$ cat src/rtl/ttc_pkg.sv
// Shared types and constants for the triangle tangent unit.
// No dependencies; imported by every other file of the block.
package ttc_pkg;

	localparam int DP_W   = 33;	// position delta
	localparam int DUV_W  = 25;	// uv delta
	localparam int PROD_W = DP_W + DUV_W;	// one product
	localparam int NUM_W  = PROD_W + 1;	// numerator
	localparam int DET_W  = 2 * DUV_W + 1;	// uv determinant
	localparam int QUO_W  = 33;	// quotient bits produced by the divider
	localparam int MUL_STEPS = 7;	// det, three vtan and three utan numerators
	localparam int LANES  = 6;

	localparam logic [1:0] ST_OK       = 2'd0;
	localparam logic [1:0] ST_DET_ZERO = 2'd1;
	localparam logic [1:0] ST_SAT      = 2'd2;
	localparam logic [1:0] ST_NOT_TRI  = 2'd3;

	typedef struct packed {
		logic signed [31:0] pos_x;
		logic signed [31:0] pos_y;
		logic signed [31:0] pos_z;
		logic signed [23:0] tex_u;
		logic signed [23:0] tex_v;
		logic               last_vertex;
	} vtx_item_t;

	typedef struct packed {
		logic signed [31:0] vtan_x;
		logic signed [31:0] vtan_y;
		logic signed [31:0] vtan_z;
		logic signed [31:0] utan_x;
		logic signed [31:0] utan_y;
		logic signed [31:0] utan_z;
		logic [1:0]         status;
		logic               last_triangle;
	} tan_item_t;

	typedef struct packed {
		logic       load_v0;
		logic       load_v1;
		logic       load_v2;
		logic       mul_en;
		logic [2:0] mul_sel;
		logic       div_init;
		logic       div_step;
		logic       finish;
		logic       early_end;
	} ttc_cmd_t;

endpackage

$ cat src/rtl/ttc_ctrl.sv
// Controller of the triangle tangent unit: vertex phase, step sequencer and
// result valid. Uses ttc_pkg; drives ttc_datapath through ttc_cmd_t.
module ttc_ctrl (
	input  logic               clk,
	input  logic               arst_n,
	input  logic               vtx_valid,
	input  logic               vtx_last,
	output logic               vtx_stall,
	output logic               tan_valid,
	input  logic               tan_stall,
	output ttc_pkg::ttc_cmd_t  cmd
);
	import ttc_pkg::*;

	typedef enum logic [2:0] {
		S_IDLE, S_MUL, S_DRAIN, S_DINIT, S_DIV, S_FIN
	} state_t;

	state_t     state_q;
	logic [1:0] phase_q;
	logic [5:0] cnt_q;
	logic       acc;
	logic       out_free;

	assign vtx_stall = (state_q != S_IDLE) || (tan_valid && tan_stall);
	assign acc       = vtx_valid && !vtx_stall;
	assign out_free  = !tan_valid || !tan_stall;

	always_comb begin
		cmd           = '0;
		cmd.load_v0   = acc && (phase_q == 2'd0) && !vtx_last;
		cmd.load_v1   = acc && (phase_q == 2'd1) && !vtx_last;
		cmd.load_v2   = acc && (phase_q == 2'd2);
		cmd.early_end = acc && (phase_q != 2'd2) && vtx_last;
		cmd.mul_en    = (state_q == S_MUL);
		cmd.mul_sel   = cnt_q[2:0];
		cmd.div_init  = (state_q == S_DINIT);
		cmd.div_step  = (state_q == S_DIV);
		cmd.finish    = (state_q == S_FIN) && out_free;
	end

	always_ff @(posedge clk or negedge arst_n) begin
		if (!arst_n) begin
			state_q   <= S_IDLE;
			phase_q   <= 2'd0;
			cnt_q     <= '0;
			tan_valid <= 1'b0;
		end else begin
			if (cmd.early_end || cmd.finish) tan_valid <= 1'b1;
			else if (tan_valid && !tan_stall) tan_valid <= 1'b0;

			unique case (state_q)
				S_IDLE: begin
					if (cmd.load_v2) begin
						state_q <= S_MUL;
						cnt_q   <= '0;
						phase_q <= 2'd0;
					end else if (cmd.early_end) begin
						phase_q <= 2'd0;
					end else if (acc) begin
						phase_q <= phase_q + 2'd1;
					end
				end
				S_MUL: begin
					if (cnt_q == 6'(MUL_STEPS - 1)) state_q <= S_DRAIN;
					else cnt_q <= cnt_q + 6'd1;
				end
				S_DRAIN: begin
					state_q <= S_DINIT;
				end
				S_DINIT: begin
					state_q <= S_DIV;
					cnt_q   <= '0;
				end
				S_DIV: begin
					if (cnt_q == 6'(QUO_W - 1)) state_q <= S_FIN;
					else cnt_q <= cnt_q + 6'd1;
				end
				S_FIN: begin
					if (out_free) state_q <= S_IDLE;
				end
				default: begin
					state_q <= S_IDLE;
				end
			endcase
		end
	end

endmodule

$ cat config.mk
export PLATFORM = sky130hd
export DESIGN_NAME = ttc_ctrl
export DESIGN_NICKNAME = d
export VERILOG_FILES = /design/src/rtl/ttc_pkg.sv /design/src/rtl/ttc_ctrl.sv
export SDC_FILE = /design/constraint.sdc
export NUM_CORES = 1
export LEC_CHECK = 0
export BUFFER_PORTS_ARGS = -buffer_cell sky130_fd_sc_hd__buf_2
export CORE_UTILIZATION = 50
export DETAILED_ROUTE_END_ITERATION = 12
export PLACE_DENSITY = 0.73
export SYNTH_ARGS = -nofsm -noshare
export SYNTH_HDL_FRONTEND = slang
export SYNTH_SLANG_ARGS = --single-unit
$ cat constraint.sdc
create_clock -name clk -period 2.5 [get_ports clk]
set_input_delay 0.25 -clock clk [delete_from_list [all_inputs] [get_ports clk]]
set_output_delay 0.25 -clock clk [all_outputs]
set_load 0.01 [all_outputs]
Word-level counts from Yosys, hierarchy flattened
Index checks and enable logic that the tools add are counted.
- register bits: 12
- input port bits: 5
- output and inout port bits: 13
- logic and storage cells: 63
- add/subtract/negate cells: 2
- equal/unequal tests: 16
- mux-type cells: 14
- reduce and logical (&&, ||, !) cells: 27
- operators by type and width (cell ; number):
    $pmux W6 S4 ; 1
    $mux W6 ; 3
    $pmux W3 S6 ; 1
    $mux W3 ; 4
    $logic_and A1 B1 Y1 ; 11
    $ne A2 B2 Y1 const B ; 5
    $reduce_and A4 Y1 ; 2
    $add A6 B1 Y6 const B ; 1
    $eq A3 B2 Y1 const B ; 2
    $eq A3 B3 Y1 const B ; 2
    $eq A6 B3 Y1 const B ; 1
    $eq A6 B6 Y1 const B ; 1
    $mux W2 ; 3
    $reduce_bool A3 Y1 ; 2
    $logic_not A1 Y1 ; 4
    $ne A2 B1 Y1 const B ; 2
    $reduce_bool A4 Y1 ; 1
    $eq A3 B1 Y1 const B ; 1
    $logic_not A3 Y1 ; 1
    $logic_or A1 B1 Y1 ; 3
    $add A2 B1 Y2 const B ; 1
    $eq A2 B1 Y1 const B ; 1
    $eq A2 B2 Y1 const B ; 1
    $logic_not A2 Y1 ; 1
    3 further kinds ; 4

Longest topological paths before layout
- word-level depth: 8
- mapped depth: 6
- gate-level depth less buffers: 6

Worst setup path before layout
OpenSTA, ideal clock, no wires.
- path kind: reg2out
- from: register state_q[2]
- to: output cmd[0] (netlist name)
- arrival: 1.289 ns
- data required time: 2.250 ns
- path slack: 0.961 ns
- cell stages (with the launch flop): 5
- path buffers: 1
- cell sequence: dfrtp_1 buf_6 nor3_1 nand3_1 nor3b_1
- RTL lines (what ; line ; RTL):
    from (decl) ; ttc_ctrl.sv:19 ; state_t state_q;
    from (signal assigned) ; ttc_ctrl.sv:44 ; state_q <= S_IDLE;
    from (signal assigned) ; ttc_ctrl.sv:55 ; state_q <= S_MUL;
    from (signal assigned) ; ttc_ctrl.sv:65 ; if (cnt_q == 6'(MUL_STEPS - 1)) state_q <= S_DRAIN;
    to (decl) ; ttc_ctrl.sv:11 ; output ttc_pkg::ttc_cmd_t cmd

==> flow_summary_export.csv <==
group,metric,value,unit
floorplanning,ios,18,
synth,synthTopCellsByCount,"dfrtp_1, inv_1, nand2_1",
cts,cts_buffer_depth,2,
synth,ys.flop_type,"dfrtp_1",
routing,wl_per_cell,12.4,um
cells_and_area,drive_gt1_frac,0.252,
floorplanning,die_area,2000,um^2
cts,cts_tree,"done",
floorplanning,initial_core_util,0.530,
global_route,grtUsageTotal,0.190,
routing,wirelength,1.74,mm
global_route,overflow,0,
sta,tns,0,ns
global_route,grt_pass1_vias,655,
cts,worstSkewPairLatency,0.28,ns
floorplanning,coreArea,1730,um^2
routing,vias,746,
floorplanning,dieWidth,44.8,um
routing,drt-vias-per-instance,5.33,
critical_path,crit_slowest_cell,"dfrtp_1",
critical_path,cp.arrival,1.81,ns
global_route,antenna_found_initial,0,
cells_and_area,final_nets,127,
synth,synth_edf_count,0,
place,gp_congestion,0.765,
critical_path,endpoint,"cmd[10]",
synth,synth_area,915,um^2
sta,hold_ws,0.185,ns
run_status,status,"complete, no violations",
pwr,max-vdd-ir-drop,0.542,mV
routing,ant_nets,0,
synth,syn_avg_cell_area,9.24,um^2
critical_path,cp_cell_sequence,"nor3_1 > nand3_1 > nor2_1 > and2_1 > buf_2",
critical_path,rr_endpoint,"cnt_q[1]",
job,drv_cap,0,
pwr,power.density,1090,nW/um^2
place,placed_cells,135,
sta,setup_viol,0,
sta,finalCritPeriodShare,0.825,
critical_path,start_kind,"flip-flop",
routing,drtIter0Drc,23,
cells_and_area,diodes,0,
global_route,grt_max_degree,14,
synth,synth_most_common_cell,"dfrtp_1",
critical_path,end_kind,"output port",
routing,drc,0,
critical_path,required,2.25,ns
synth,syn_inst,99,
sta,hold_viol_final,0,
critical_path,worstPathMaxFanout,13,
critical_path,rr_worst_depth,5,
synth,ys_seq_area_frac,0.328,
critical_path,crit_type,"reg2out",
sta,worst_pin_slew,0.491,ns
cts,h-tree-depth,1,
synth,synth_nets,110,
cells_and_area,nFillCells,169,
synth,yosysWarningCount,0,
min_path,min_path_type,"in2reg",
synth,synth_seq_cells,12,
global_route,grt_pass1_wl,2.76,mm
floorplanning,row_count,15,
cts,clk_pin_slew,0.07,ns
cells_and_area,stdcell_count,140,
critical_path,reg2reg_slack,0.79,ns
critical_path,critPathLaunch,"state_q[1]",
critical_path,r2r_start,"cnt_q[0]",
sta,period_minus_slack,2.06,ns
routing,firstDrtPassIters,4,
synth,synth_top_area_share,0.328,
synth,yosysTopAreaCell,"dfrtp_1",
cts,cts_root_buf,"clkbuf_4",
place,place_hpwl,1.32,mm
sta,skew,0.00632,ns
sta,slew_violations,0,
cts,numCtsBuffers,3,
synth,synth_cell_types,37,
floorplanning,die_h,44.8,um
cts,clock-sinks,12,
sta,relSlewSlack,0.673,
sta,rsz0062_at_grt,"false",
synth,async_flop_share,1.00,
pwr,p_leak,0.491,nW
place,portBuffers,17,
critical_path,max_stage_delay,0.56,ns
synth,synth.area.top_cells,"dfrtp_1, ha_1, o41ai_4",
sta,max_freq,485,MHz
cells_and_area,syn2layout_area_growth,13.0,%
-- worst min-delay path by stage --
stage,startpoint,end,slack (ns),depth (start not counted)
after global placement,arst_n,state_q[2],0.15,1
after global routing,vtx_last,phase_q[1],0.20,2
final,vtx_last,phase_q[1],0.19,2
after floorplan,arst_n,cnt_q[0],-0.05,0
after detailed placement,arst_n,state_q[2],0.15,1
after CTS,vtx_last,phase_q[1],0.18,2
-- layout make-up --
type | instances | area [um^2] | share of cell area
Timing Repair Buffer | 18 | 95.1 | 0.0920
Sequential cell | 12 | 300 | 0.291
Tap cell | 25 | 31.3 | 0.0303
Inverter | 11 | 41.3 | 0.0400
Clock buffer | 4 | 36.3 | 0.0351
Multi-Input combinational cell | 70 | 529 | 0.512
-- what timing repair did --
item | in CTS | in global routing
hold endpoints to repair | 12 | 0
resized for setup | 0 | 0
hold buffers | 1 | 0
setup buffers | 0 | 0
-- through the flow --
| step | util | instance area, um^2 | total power [mW] | setup WS (ns) |
|---|---|---|---|---|
| global route | 0.599 | 1030 | 1.22 | 0.216 |
| finish | 0.599 | 1030 | 1.12 | 0.438 |
| detailed placement | 0.572 | 987 | 0.971 | 0.756 |
| floorplan | - | 915 | 0.849 | 0.961 |
| global placement | 0.572 | 987 | 0.956 | 0.793 |
| CTS | 0.599 | 1030 | 1.13 | 0.428 |
-- sequential cells by signal, summed over array words and instances, names as in the netlist --
signal,cells
cnt_q,6
phase_q,2
state_q,3
tan_valid,1
-- cell usage in the layout (no fill, tap or decap), types with 3 or more instances in the layout --
cell	instances
and2_1	3
clkbuf_4	3
nor2_1	8
nand3_1	5
inv_1	11
buf_2	17
dfrtp_1	12
nor3_1	3
o211ai_1	3
ha_1	6
a21oi_1	3
nand2_1	9
-- metal layers --
layer	GRT usage	part of all wire	up-vias	wire length, um
li1	-	-	375	-
met1	0.244	0.47	344	820
met2	0.309	0.47	21	808
met3	0.0320	0.047	6	81
met4	0.0970	0.015	0	26
met5	0	0	-	0
-- worst max-delay path, delay by kind of cell, from the launching register on --
| family | cells | cell delay (ns) |
|---|---|---|
| flops | 1 | 0.56 |
| simple gates | 4 | 0.86 |
| buf+inv | 1 | 0.12 |
-- power by group --
group          switching [mW]  internal (mW)  total, mW
Sequential              0.126          0.263      0.390
Clock                  0.0669         0.0886      0.156
Combinational           0.310          0.267      0.577
Total                   0.503          0.619       1.12
-- cells by family after synthesis --
| group | count (synthesis) | synth area share |
|---|---|---|
| AO/OA/AOI/OAI | 19 | 0.196 |
| XOR/XNOR | 2 | 0.0192 |
| adder cells (fa/ha/maj) | 6 | 0.0821 |
| buffers and inverters | 17 | 0.0930 |
| flip-flops | 12 | 0.328 |
| multiplexers | 1 | 0.0109 |
| AND/OR/NAND/NOR | 42 | 0.271 |
No activity file was read; power rests on OpenSTA's default activity.
